--- src/hw/rtl/chte_pkg.sv ---
// Package: shared types and constants of the chained hash table engine.
package chte_pkg;

    localparam int OP_W      = 3;
    localparam int KEY_W     = 64;
    localparam int LEN_W     = 4;
    localparam int ITEM_W    = 32;
    localparam int TOT_W     = 6;
    localparam int CFG_W     = 5;
    localparam int HASH_W    = 32;
    localparam int HASH_SHL  = 5;
    localparam int RESET_BKT = 16;
    localparam int NUM_BUCKETS = 16;
    localparam int ENTRIES     = 32;
    localparam logic [HASH_W-1:0] HASH_SEED = 32'd1;

    typedef enum logic [OP_W-1:0] {
        OP_ADD    = 3'd0,
        OP_GET    = 3'd1,
        OP_REMOVE = 3'd2,
        OP_LIST   = 3'd3,
        OP_CLEAR  = 3'd4
    } t_op;

    typedef enum logic [3:0] {
        ST_IDLE,
        ST_HASH,
        ST_FREE,
        ST_S_RK,
        ST_S_SL,
        ST_S_CHK,
        ST_SH_RD,
        ST_SH_WR,
        ST_L_RK,
        ST_L_SL,
        ST_L_CHK,
        ST_EMIT
    } t_state;

    typedef enum logic [1:0] {
        BK_IDLE,
        BK_HASH,
        BK_DIV
    } t_bkt_state;

endpackage

--- src/hw/rtl/chte_if.sv ---
// Interfaces: request and response channels of the hash table engine.
interface chte_req_if;
    import chte_pkg::*;
    logic              valid;
    logic              ready;
    logic [OP_W-1:0]   operation;
    logic [KEY_W-1:0]  key;
    logic [LEN_W-1:0]  key_len;
    logic [ITEM_W-1:0] item;

    modport source (output valid, operation, key, key_len, item, input ready);
    modport sink   (input valid, operation, key, key_len, item, output ready);
endinterface

interface chte_rsp_if;
    import chte_pkg::*;
    logic              valid;
    logic              ready;
    logic              found;
    logic [ITEM_W-1:0] item_out;
    logic [TOT_W-1:0]  entry_total;
    logic              empty_res;
    logic              full_error;
    logic              last;

    modport source (output valid, found, item_out, entry_total, empty_res, full_error,
                    last, input ready);
    modport sink   (input valid, found, item_out, entry_total, empty_res, full_error,
                    last, output ready);
endinterface

--- src/hw/rtl/chte_bucket.sv ---
// Bucket unit: byte-serial hash followed by a bit-serial restoring modulo.
module chte_bucket import chte_pkg::*; (
    input  logic             i_clk,
    input  logic             i_rst_n,
    input  logic             i_start,
    input  logic [KEY_W-1:0] i_key,
    input  logic [LEN_W-1:0] i_len,
    input  logic [CFG_W-1:0] i_div,
    output logic             o_done,
    output logic [CFG_W-1:0] o_bucket
);
    localparam int CNT_W = $clog2(HASH_W);

    t_bkt_state          r_state, n_state;
    logic [KEY_W-1:0]    r_key, n_key;
    logic [LEN_W-1:0]    r_left, n_left;
    logic [HASH_W-1:0]   r_h, n_h;
    logic [CFG_W:0]      r_rem, n_rem;
    logic [CNT_W-1:0]    r_cnt, n_cnt;
    logic [CFG_W-1:0]    r_div, n_div;
    logic [CFG_W:0]      rem_sh;

    always_ff @(posedge i_clk) begin
        if (!i_rst_n) begin
            r_state <= BK_IDLE;
        end else begin
            r_state <= n_state;
        end
        r_key  <= n_key;
        r_left <= n_left;
        r_h    <= n_h;
        r_rem  <= n_rem;
        r_cnt  <= n_cnt;
        r_div  <= n_div;
    end

    always_comb begin
        n_state = r_state;
        n_key   = r_key;
        n_left  = r_left;
        n_h     = r_h;
        n_rem   = r_rem;
        n_cnt   = r_cnt;
        n_div   = r_div;
        o_done  = 1'b0;
        rem_sh  = {r_rem[CFG_W-1:0], r_h[HASH_W-1]};
        case (r_state)
            BK_IDLE: begin
                if (i_start) begin
                    n_key   = i_key;
                    n_left  = i_len;
                    n_h     = HASH_SEED;
                    n_div   = i_div;
                    n_state = BK_HASH;
                end
            end
            BK_HASH: begin
                if (r_left == '0) begin
                    // wrap-around add of the divisor, then reduce
                    n_h     = r_h + HASH_W'(r_div);
                    n_rem   = '0;
                    n_cnt   = '0;
                    n_state = BK_DIV;
                end else begin
                    n_h    = (r_h << HASH_SHL) ^ HASH_W'(r_key[7:0]) ^ r_h;
                    n_key  = r_key >> 8;
                    n_left = r_left - 1'b1;
                end
            end
            BK_DIV: begin
                if (rem_sh >= {1'b0, r_div}) begin
                    n_rem = rem_sh - {1'b0, r_div};
                end else begin
                    n_rem = rem_sh;
                end
                n_h   = r_h << 1;
                n_cnt = r_cnt + 1'b1;
                if (r_cnt == CNT_W'(HASH_W - 1)) begin
                    n_state = BK_IDLE;
                    o_done  = 1'b1;
                end
            end
            default: n_state = BK_IDLE;
        endcase
        o_bucket = n_rem[CFG_W-1:0];
    end
endmodule

--- src/hw/rtl/chained_hash_table_engine.sv ---
// Top level: chained hash table engine with sequenced hash, search and list.
// The engine takes one transaction at a time and drops i_req.ready while it
// works on it; a finished response may still wait in the output register
// while the next transaction is taken. Add, get and remove first run the
// bucket unit: a byte-serial hash of the key, the bucket-count add and the
// 32-step modulo.
// Add then scans the valid bits for a free slot.
// Get and remove walk the stored entries oldest first through a rank table,
// reading rank, then slot, then checking, over the two memory read ports;
// remove then closes the gap in the rank table, one read and one write per
// later entry. List all walks the buckets in order against every stored
// rank until the last stored entry is sent; a matching entry waits while the
// output register is full. Clear is answered straight from the emit state.
// No reset sweep is used: only the valid bits and the entry count are cleared.
module chained_hash_table_engine import chte_pkg::*; #(
    parameter int KEY_BYTES   = 8
) (
    input  logic             i_clk,
    input  logic             i_rst_n,
    input  logic             i_cfg_we,
    input  logic [CFG_W-1:0] i_cfg_wdata,
    chte_req_if.sink         i_req,
    chte_rsp_if.source       o_rsp
);
    localparam int IW = $clog2(ENTRIES);
    localparam int CW = $clog2(ENTRIES + 1);
    localparam int BW = (NUM_BUCKETS > 1) ? $clog2(NUM_BUCKETS) : 1;

    // slot storage, all at one address per slot
    logic [KEY_W-1:0]  slot_key_mem  [ENTRIES];
    logic [LEN_W-1:0]  slot_len_mem  [ENTRIES];
    logic [ITEM_W-1:0] slot_item_mem [ENTRIES];
    logic [BW-1:0]     slot_bkt_mem  [ENTRIES];
    // rank table: insertion rank -> slot
    logic [IW-1:0]     rank_mem      [ENTRIES];

    logic [KEY_W-1:0]  r_key_q;
    logic [LEN_W-1:0]  r_len_q;
    logic [ITEM_W-1:0] r_item_q;
    logic [BW-1:0]     r_bkt_q;
    logic [IW-1:0]     r_rank_q;

    t_state            r_state, n_state;
    logic [CFG_W-1:0]  r_cfg;
    logic [ENTRIES-1:0] r_valid, n_valid;
    logic [CW-1:0]     r_total, n_total;
    t_op               r_op, n_op;
    logic [KEY_W-1:0]  r_key, n_key;
    logic [LEN_W-1:0]  r_len, n_len;
    logic [ITEM_W-1:0] r_item, n_item;
    logic [BW-1:0]     r_bkt, n_bkt;
    logic [IW-1:0]     r_idx, n_idx;
    logic [CW-1:0]     r_rank, n_rank;
    logic [IW-1:0]     r_slot, n_slot;
    logic [CW-1:0]     r_cnt, n_cnt;
    logic              r_res_found, n_res_found;
    logic [ITEM_W-1:0] r_res_item, n_res_item;
    logic              r_res_full, n_res_full;

    logic              r_out_valid, n_out_valid;
    logic              r_out_found, n_out_found;
    logic [ITEM_W-1:0] r_out_item, n_out_item;
    logic [CW-1:0]     r_out_total, n_out_total;
    logic              r_out_full, n_out_full;
    logic              r_out_last, n_out_last;

    logic              can_emit;
    logic [CFG_W-1:0]  eff_div;
    logic [LEN_W-1:0]  in_len;
    logic [KEY_W-1:0]  in_key;
    logic              bk_start, bk_done;
    logic [CFG_W-1:0]  bk_bucket;
    logic              slot_we, rank_we;
    logic [IW-1:0]     rank_waddr, rank_wdata, rank_raddr, slot_raddr;

    // effective bucket count: zero acts as one, saturate at NUM_BUCKETS
    always_comb begin
        if (r_cfg == '0) begin
            eff_div = CFG_W'(1);
        end else if (int'(r_cfg) > NUM_BUCKETS) begin
            eff_div = CFG_W'(NUM_BUCKETS);
        end else begin
            eff_div = r_cfg;
        end
    end

    // saturate the length and zero the key bytes beyond it
    always_comb begin
        if (int'(i_req.key_len) > KEY_BYTES) begin
            in_len = LEN_W'(KEY_BYTES);
        end else begin
            in_len = i_req.key_len;
        end
        for (int b = 0; b < KEY_W / 8; b++) begin
            in_key[8*b +: 8] = (b < int'(in_len)) ? i_req.key[8*b +: 8] : 8'h00;
        end
    end

    chte_bucket u_bucket (
        .i_clk    (i_clk),
        .i_rst_n  (i_rst_n),
        .i_start  (bk_start),
        .i_key    (r_key),
        .i_len    (r_len),
        .i_div    (eff_div),
        .o_done   (bk_done),
        .o_bucket (bk_bucket)
    );

    always_ff @(posedge i_clk) begin
        if (slot_we) begin
            slot_key_mem[r_idx]  <= r_key;
            slot_len_mem[r_idx]  <= r_len;
            slot_item_mem[r_idx] <= r_item;
            slot_bkt_mem[r_idx]  <= r_bkt;
        end
        r_key_q  <= slot_key_mem[slot_raddr];
        r_len_q  <= slot_len_mem[slot_raddr];
        r_item_q <= slot_item_mem[slot_raddr];
        r_bkt_q  <= slot_bkt_mem[slot_raddr];
    end

    always_ff @(posedge i_clk) begin
        if (rank_we) begin
            rank_mem[rank_waddr] <= rank_wdata;
        end
        r_rank_q <= rank_mem[rank_raddr];
    end

    always_ff @(posedge i_clk) begin
        if (!i_rst_n) begin
            r_state     <= ST_IDLE;
            r_cfg       <= CFG_W'(RESET_BKT);
            r_valid     <= '0;
            r_total     <= '0;
            r_out_valid <= 1'b0;
        end else begin
            r_state     <= n_state;
            if (i_cfg_we) begin
                r_cfg <= i_cfg_wdata;
            end
            r_valid     <= n_valid;
            r_total     <= n_total;
            r_out_valid <= n_out_valid;
        end
        r_op        <= n_op;
        r_key       <= n_key;
        r_len       <= n_len;
        r_item      <= n_item;
        r_bkt       <= n_bkt;
        r_idx       <= n_idx;
        r_rank      <= n_rank;
        r_slot      <= n_slot;
        r_cnt       <= n_cnt;
        r_res_found <= n_res_found;
        r_res_item  <= n_res_item;
        r_res_full  <= n_res_full;
        r_out_found <= n_out_found;
        r_out_item  <= n_out_item;
        r_out_total <= n_out_total;
        r_out_full  <= n_out_full;
        r_out_last  <= n_out_last;
    end

    assign can_emit = !r_out_valid || o_rsp.ready;

    always_comb begin
        n_state     = r_state;
        n_valid     = r_valid;
        n_total     = r_total;
        n_op        = r_op;
        n_key       = r_key;
        n_len       = r_len;
        n_item      = r_item;
        n_bkt       = r_bkt;
        n_idx       = r_idx;
        n_rank      = r_rank;
        n_slot      = r_slot;
        n_cnt       = r_cnt;
        n_res_found = r_res_found;
        n_res_item  = r_res_item;
        n_res_full  = r_res_full;
        n_out_valid = r_out_valid && !o_rsp.ready;
        n_out_found = r_out_found;
        n_out_item  = r_out_item;
        n_out_total = r_out_total;
        n_out_full  = r_out_full;
        n_out_last  = r_out_last;
        i_req.ready = 1'b0;
        bk_start    = 1'b0;
        slot_we     = 1'b0;
        rank_we     = 1'b0;
        rank_waddr  = r_rank[IW-1:0];
        rank_wdata  = r_rank_q;
        rank_raddr  = r_rank[IW-1:0];
        slot_raddr  = r_rank_q;

        case (r_state)
            ST_IDLE: begin
                // nothing is taken while reset is held
                i_req.ready = i_rst_n;
                n_res_found = 1'b0;
                n_res_item  = '0;
                n_res_full  = 1'b0;
                if (i_req.valid) begin
                    n_op   = t_op'(i_req.operation);
                    n_key  = in_key;
                    n_len  = in_len;
                    n_item = i_req.item;
                    n_rank = '0;
                    n_idx  = '0;
                    n_cnt  = '0;
                    n_bkt  = '0;
                    case (t_op'(i_req.operation))
                        OP_ADD: begin
                            if (r_total == CW'(ENTRIES)) begin
                                n_res_full = 1'b1;
                                n_state    = ST_EMIT;
                            end else begin
                                n_state = ST_HASH;
                            end
                        end
                        OP_GET, OP_REMOVE: n_state = ST_HASH;
                        OP_LIST: begin
                            n_state = (r_total == '0) ? ST_EMIT : ST_L_RK;
                        end
                        OP_CLEAR: begin
                            n_valid = '0;
                            n_total = '0;
                            n_state = ST_EMIT;
                        end
                        default: n_state = ST_EMIT;
                    endcase
                end
            end
            ST_HASH: begin
                // bucket unit is started on the first cycle here
                bk_start = (r_cnt == '0);
                n_cnt    = CW'(1);
                if (bk_done) begin
                    n_bkt   = BW'(bk_bucket);
                    n_state = (r_op == OP_ADD) ? ST_FREE : ST_S_RK;
                end
            end
            ST_FREE: begin
                if (!r_valid[r_idx]) begin
                    slot_we           = 1'b1;
                    rank_we           = 1'b1;
                    rank_waddr        = r_total[IW-1:0];
                    rank_wdata        = r_idx;
                    n_valid[r_idx]    = 1'b1;
                    n_total           = r_total + 1'b1;
                    n_state           = ST_EMIT;
                end else begin
                    n_idx = r_idx + 1'b1;
                end
            end
            ST_S_RK: begin
                if (r_rank == r_total) begin
                    n_state = ST_EMIT;
                end else begin
                    n_state = ST_S_SL;
                end
            end
            ST_S_SL: begin
                n_slot  = r_rank_q;
                n_state = ST_S_CHK;
            end
            ST_S_CHK: begin
                if (r_bkt_q == r_bkt && r_len_q == r_len && r_key_q == r_key) begin
                    n_res_found = 1'b1;
                    n_res_item  = r_item_q;
                    if (r_op == OP_REMOVE) begin
                        n_valid[r_slot] = 1'b0;
                        n_state         = ST_SH_RD;
                    end else begin
                        n_state = ST_EMIT;
                    end
                end else begin
                    n_rank  = r_rank + 1'b1;
                    n_state = ST_S_RK;
                end
            end
            ST_SH_RD: begin
                // close the gap in the rank table left by the removed entry
                rank_raddr = IW'(r_rank + 1'b1);
                if (r_rank + 1'b1 == r_total) begin
                    n_total = r_total - 1'b1;
                    n_state = ST_EMIT;
                end else begin
                    n_state = ST_SH_WR;
                end
            end
            ST_SH_WR: begin
                rank_we = 1'b1;
                n_rank  = r_rank + 1'b1;
                n_state = ST_SH_RD;
            end
            ST_L_RK: begin
                n_state = ST_L_SL;
            end
            ST_L_SL: begin
                n_state = ST_L_CHK;
            end
            ST_L_CHK: begin
                if (r_bkt_q != r_bkt || can_emit) begin
                    if (r_bkt_q == r_bkt) begin
                        n_out_valid = 1'b1;
                        n_out_found = 1'b1;
                        n_out_item  = r_item_q;
                        n_out_total = r_total;
                        n_out_full  = 1'b0;
                        n_out_last  = (r_cnt + 1'b1 == r_total);
                        n_cnt       = r_cnt + 1'b1;
                    end
                    if (r_bkt_q == r_bkt && r_cnt + 1'b1 == r_total) begin
                        n_state = ST_IDLE;
                    end else if (r_rank + 1'b1 == r_total) begin
                        n_rank  = '0;
                        n_bkt   = r_bkt + 1'b1;
                        n_state = ST_L_RK;
                    end else begin
                        n_rank  = r_rank + 1'b1;
                        n_state = ST_L_RK;
                    end
                end
            end
            ST_EMIT: begin
                if (can_emit) begin
                    n_out_valid = 1'b1;
                    n_out_found = r_res_found;
                    n_out_item  = r_res_item;
                    n_out_total = r_total;
                    n_out_full  = r_res_full;
                    n_out_last  = 1'b1;
                    n_state     = ST_IDLE;
                end
            end
            default: n_state = ST_IDLE;
        endcase
    end

    assign o_rsp.valid       = r_out_valid;
    assign o_rsp.found       = r_out_found;
    assign o_rsp.item_out    = r_out_item;
    assign o_rsp.entry_total = TOT_W'(r_out_total);
    assign o_rsp.empty_res   = (r_out_total == '0);
    assign o_rsp.full_error  = r_out_full;
    assign o_rsp.last        = r_out_last;

endmodule

--- src/flat_wrapper.sv ---
// flat-port wrapper written by rule: the top's interface ports become plain ports
module chained_hash_table_engine_flat import chte_pkg::*;
#(
    parameter int KEY_BYTES   = 8
)
  (i_clk, i_rst_n, i_cfg_we, i_cfg_wdata, i_req_valid, i_req_operation, i_req_key, i_req_key_len, i_req_item, i_req_ready, o_rsp_valid, o_rsp_found, o_rsp_item_out, o_rsp_entry_total, o_rsp_empty_res, o_rsp_full_error, o_rsp_last, o_rsp_ready);
  chte_req_if i_req_i ();
  chte_rsp_if o_rsp_i ();
  input  logic i_clk;
  input  logic i_rst_n;
  input  logic i_cfg_we;
  input  logic [CFG_W-1:0] i_cfg_wdata;
  input wire logic [$bits(i_req_i.valid)-1:0] i_req_valid;
  input wire logic [$bits(i_req_i.operation)-1:0] i_req_operation;
  input wire logic [$bits(i_req_i.key)-1:0] i_req_key;
  input wire logic [$bits(i_req_i.key_len)-1:0] i_req_key_len;
  input wire logic [$bits(i_req_i.item)-1:0] i_req_item;
  output wire logic [$bits(i_req_i.ready)-1:0] i_req_ready;
  output wire logic [$bits(o_rsp_i.valid)-1:0] o_rsp_valid;
  output wire logic [$bits(o_rsp_i.found)-1:0] o_rsp_found;
  output wire logic [$bits(o_rsp_i.item_out)-1:0] o_rsp_item_out;
  output wire logic [$bits(o_rsp_i.entry_total)-1:0] o_rsp_entry_total;
  output wire logic [$bits(o_rsp_i.empty_res)-1:0] o_rsp_empty_res;
  output wire logic [$bits(o_rsp_i.full_error)-1:0] o_rsp_full_error;
  output wire logic [$bits(o_rsp_i.last)-1:0] o_rsp_last;
  input wire logic [$bits(o_rsp_i.ready)-1:0] o_rsp_ready;
  assign i_req_i.valid = i_req_valid;
  assign i_req_i.operation = i_req_operation;
  assign i_req_i.key = i_req_key;
  assign i_req_i.key_len = i_req_key_len;
  assign i_req_i.item = i_req_item;
  assign i_req_ready = i_req_i.ready;
  assign o_rsp_valid = o_rsp_i.valid;
  assign o_rsp_found = o_rsp_i.found;
  assign o_rsp_item_out = o_rsp_i.item_out;
  assign o_rsp_entry_total = o_rsp_i.entry_total;
  assign o_rsp_empty_res = o_rsp_i.empty_res;
  assign o_rsp_full_error = o_rsp_i.full_error;
  assign o_rsp_last = o_rsp_i.last;
  assign o_rsp_i.ready = o_rsp_ready;
  chained_hash_table_engine #(.KEY_BYTES(KEY_BYTES)) u_core (.i_clk(i_clk), .i_rst_n(i_rst_n), .i_cfg_we(i_cfg_we), .i_cfg_wdata(i_cfg_wdata), .i_req(i_req_i), .o_rsp(o_rsp_i));
endmodule
--- config.mk ---
export PLATFORM = sky130hd
export DESIGN_NAME = chained_hash_table_engine_flat
export DESIGN_NICKNAME = d
export VERILOG_FILES = /design/src/hw/rtl/chte_pkg.sv /design/src/hw/rtl/chte_if.sv /design/src/hw/rtl/chte_bucket.sv /design/src/hw/rtl/chained_hash_table_engine.sv /design/src/flat_wrapper.sv
export SDC_FILE = /design/constraint.sdc
export NUM_CORES = 2
export LEC_CHECK = 0
export BUFFER_PORTS_ARGS = -buffer_cell sky130_fd_sc_hd__buf_4
export CELL_PAD_IN_SITES_DETAIL_PLACEMENT = 2
export CELL_PAD_IN_SITES_GLOBAL_PLACEMENT = 2
export CORE_MARGIN = 4
export CORE_UTILIZATION = 53
export CTS_BUF_LIST = sky130_fd_sc_hd__clkbuf_4
export DETAILED_ROUTE_END_ITERATION = 10
export PLACE_DENSITY_LB_ADDON = 0.25
export SLEW_MARGIN = 20
export SYNTH_ARGS = -nofsm -noshare
export SYNTH_HDL_FRONTEND = slang
export SYNTH_SLANG_ARGS = --single-unit
--- constraint.sdc ---
create_clock -name i_clk -period 7.9 [get_ports i_clk]
set_input_delay 1.58 -clock i_clk [delete_from_list [all_inputs] [get_ports i_clk]]
set_output_delay 1.58 -clock i_clk [all_outputs]
set_load 0.03 [all_outputs]
==> results.cfg, run 1 <==
[synth]
ys_top_cells_by_area = edfxtp_1 75%, mux4_2 15%, dfxtp_1 2.1%, mux2_2 1.5%, clkbuf_1 0.57%
synth_area_per_cell_sq_um = 22.17
ys_seq_area_share_pct = 76.81
post-synth-top-area-cell = edfxtp_1
syn_inst = 6897
syn_area_sq_um = 152900
ys_ff_latch = 3966
synth_fp_nets = 7044
synth-async-reset-ratio_pct = 0
netlist.area_leader.share_pct = 74.68
synth_edf_count = 3803
yosysUniqueCellTypes = 76
synth_top_flop_cell = edfxtp_1
yosys_warnings = 0

[die]
die_w_um = 545.1
rows = 196
die_h_um = 545.1
start_util_pct = 53.43
ioPinCount = 157

[place]
port_buffers = 156
gp_congestion = 0.7893
dp.final_hpwl_mm = 343.4

[status]
toolErrorMsg = [ERROR DPL-0033] detailed placement checks failed during check placement.
status = stopped before the end
lastStage = 3_5_place_dp
## Yosys cell counts, types with 4 or more instances
library cell,number
dfxtp_1,163
nand2_1,220
inv_1,72
a31oi_1,13
buf_1,41
o22ai_1,44
mux4_2,1040
ha_1,31
a21oi_1,78
nand2b_1,7
o21ai_0,50
nor4_1,24
nor3b_1,14
o211ai_1,8
buf_2,60
a211oi_1,5
nand3b_1,4
o32ai_1,4
or3_1,6
and3_1,24
nor2_1,126
clkbuf_1,231
mux2_2,201
a32oi_1,24
o21a_1,5
edfxtp_1,3803
or2_2,9
nand4_1,44
o31ai_1,12
buf_4,21
nor3_1,22
xor2_1,83
a32o_1,4
or3b_2,4
xnor2_1,55
a21o_1,7
nand3_1,81
mux2i_1,59
nor2b_1,82
and2_1,54
buf_6,5
## through the flow
stage	std cells	hold WS, ns
after floorplan	6897	0.4064
after global placement	10630	0.4503
## cell families after synthesis
| kind of cell | share of synthesized area [%] |
|---|---|
| buffers and inverters | 1.187 |
| flip-flops | 76.81 |
| adder cells (fa/ha/maj) | 0.2929 |
| AO/OA/AOI/OAI | 1.247 |
| XOR/XNOR | 0.8362 |
| multiplexers | 17.22 |
| AND/OR/NAND/NOR | 2.404 |
==> run 2: changes to the inputs <==
--- a/config.mk
+++ b/config.mk
@@ -6,13 +6,10 @@
 export NUM_CORES = 2
 export LEC_CHECK = 0
 export BUFFER_PORTS_ARGS = -buffer_cell sky130_fd_sc_hd__buf_4
-export CELL_PAD_IN_SITES_DETAIL_PLACEMENT = 2
-export CELL_PAD_IN_SITES_GLOBAL_PLACEMENT = 2
 export CORE_MARGIN = 4
-export CORE_UTILIZATION = 53
-export CTS_BUF_LIST = sky130_fd_sc_hd__clkbuf_4
+export CORE_UTILIZATION = 40
 export DETAILED_ROUTE_END_ITERATION = 10
-export PLACE_DENSITY_LB_ADDON = 0.25
+export PLACE_DENSITY_LB_ADDON = 0.15
 export SLEW_MARGIN = 20
 export SYNTH_ARGS = -nofsm -noshare
 export SYNTH_HDL_FRONTEND = slang
==> results.cfg, run 2 <==
[worst_setup_path]
rrSetupSlack_ns = 2.98
reg2reg_from = u_core.r_idx[0]
required_ns = 8.44
worstPathArrival_ns = 5.46
cpPeakStageDelay_ns = 1.10
critPathKind = reg2reg
path_max_fanout = 39
reg2reg_depth = 7
crit_chain = mux2i_1, o22ai_1, nor4_1, mux2i_4, nand2b_1, nor2_4, buf_4
critPathCaptureType = register
critPathTopFamily = simple AND/OR/NAND/NOR gates
startpoint_type = register
cp_num_buf_inv = 1
r2r-end = u_core.slot_item_mem[28][19]
cpMaxStageDelayCell = edfxtp_1

[synth]
synth_area_per_cell_sq_um = 22.17
post-synth-top-area-cell = edfxtp_1
syn_inst = 6897
yosysUniqueCellTypes = 76
ys_top_cells_by_area = edfxtp_1 75%, mux4_2 15%, dfxtp_1 2.1%, mux2_2 1.5%, clkbuf_1 0.57%
synth-async-reset-ratio_pct = 0
synth_edf_count = 3803
netlist.area_leader.share_pct = 74.68
syn_area_sq_um = 152900
ys_top_cells_by_count = 3803 x edfxtp_1, 1040 x mux4_2, 231 x clkbuf_1, 220 x nand2_1, 201 x mux2_2
synth_top_flop_cell = edfxtp_1
synth_fp_nets = 7044
ys_seq_area_share_pct = 76.81
ys_ff_latch = 3966
yosys_warnings = 0
synth.most_common_cell = edfxtp_1

[timing]
hold_violations = 0
relSlewSlack_pct = 21.05
grt_setup_unrepaired = no
setup_tns_ns = 0
worst_slew_pin_slew_ns = 1.184
clock.fmax_mhz = 203.1
fin_crit_ns = 4.923
drv_slew = 0
setup_violations = 0
fin_skew_ns = 0.05684
min_period_over_period_pct = 62.32

[die]
die_h_um = 626.3
dieArea_sq_um = 392200
die_w_um = 626.3
start_util_pct = 40.27
rows = 226
ioPinCount = 157
core-area_sq_um = 379800

[grt]
grt_overflow = 0
top_usage_layer = met2
antenna_found_initial = 18
grt_pass1_wl_mm = 574.0
use_met1_pct = 30.20
use_met2_pct = 32.92
grt_pass1_vias = 74480
use_met3_pct = 2.385
grt.total_usage_pct = 20.48
grt_max_degree = 142

[clock_tree]
root_buffer = clkbuf_16
cts_setup_buffers = 0
cts_buffers = 414
htreeDepth = 5
cts_tree = built
cts_resized = 0
cts.sinks = 3966
insertion_delay_ns = 0.97
cts_hold_buf = 0
cts_buffer_depth = 4
clk_pin_slew_ns = 0.07

[drt]
drtIter0Drc = 7907
num_vias = 72440
routed_wl_mm = 406.0
ant_nets = 0
firstDrtPassIters = 5
viasPerCell = 5.701
wl_per_cell_um = 31.95
drc = 0

[status]
status = complete, no violations

[finish]
largest_register_ffs = 2048
final_common_cell = edfxtp_1
drive_gt1_share_pct = 29.71
nFillCells = 31530
top_regs = u_core.slot_key_mem (2048), u_core.slot_item_mem (1024), u_core.rank_mem (160)
top_register = u_core.slot_key_mem
final_cell_mix = 3803 x edfxtp_1, 1040 x mux4_2, 417 x clkbuf_16
nets = 7465
utilization_pct = 46.09
syn2layout_area_growth_pct = 14.46

[worst_hold_path]
hold_path.startpoint = u_core.r_valid[10]
hold_end = u_core.r_valid[10]
hold_depth = 2
holdCritPathClass = reg2reg

[job]
maxCapViolCount = 0

[place]
gp_congestion = 0.8136
dp.final_hpwl_mm = 204.1
port_buffers = 156

[pwr]
cellPowerDensity_nw_per_um2 = 353.9
vdd_drop_max_mv = 0.4352
power_leakage_uw = 0.05475
[run 2: area by class of cell]
| class | count | area [sq um] | share of cell area [%] |
|---|---|---|---|
| Inverter | 72 | 270.3 | 0.1544 |
| Sequential cell | 3966 | 117500 | 67.12 |
| Clock inverter | 208 | 2168 | 1.239 |
| Antenna cell | 9 | 22.52 | 0.01287 |
| Timing Repair Buffer | 365 | 3480 | 1.988 |
| Clock buffer | 571 | 11370 | 6.498 |
| Tap cell | 5016 | 6276 | 3.586 |
| Multi-Input combinational cell | 2499 | 33960 | 19.40 |
[run 2: worst max path at each step]
stage,from,end,slack (ns),depth (start not counted)
after floorplan,u_core.r_idx[0],u_core.slot_bkt_mem[31][0],1.24,7
after global placement,u_core.r_key[22],u_core.r_res_item[0],2.80,8
after detailed placement,u_core.r_idx[0],u_core.slot_item_mem[28][5],3.05,7
after CTS,u_core.r_idx[0],u_core.slot_item_mem[28][15],2.96,7
after global routing,u_core.r_idx[0],u_core.slot_item_mem[28][15],2.77,7
final,u_core.r_idx[0],u_core.slot_item_mem[28][19],2.98,7
[run 2: per-stage QoR]
stage | hold slack, ns | instances | area (sq um) | setup slack, ns | power, uW
4_1_cts | 0.4534 | 12690 | 174800 | 2.955 | 62710
3_3_place_gp | 0.4459 | 11900 | 161200 | 2.800 | 43160
5_1_grt | 0.4715 | 12700 | 175000 | 2.768 | 64450
6_report | 0.4547 | 12710 | 175000 | 2.977 | 61940
2_1_floorplan | 0.4064 | 6897 | 152900 | 1.237 | 37760
3_5_place_dp | 0.4434 | 11910 | 161300 | 3.049 | 43310
[run 2: layer usage]
metal / part of all wire (%) / vias up / wire (um)
li1: - / 29750 / -
met5: 0.0079 / - / 32
met4: 2.3 / 4 / 9183
met3: 5.3 / 503 / 21510
met2: 48 / 2272 / 195500
met1: 44 / 39910 / 179800
[run 2: cell families after synthesis]
family	count (synthesis)	synth area share, %
xor+xnor	141	0.8362
compound gates	287	1.247
buf+inv	432	1.187
flops	3966	76.81
mux	1303	17.22
simple gates	734	2.404
fa+ha+maj	34	0.2929
[run 2: tightest hold or removal path, delay by kind of cell (launching register included)]
family                 cells  cell delay [ns]
AO/OA/AOI/OAI              1             0.05
buffers and inverters      1             0.05
flip-flops                 1             0.31
[run 2: report_power, final]
part	internal (uW)	switching, uW
combinational	7210	8380
clock	11200	8180
sequential	25700	1350
Power figures use the tool's default switching activity.
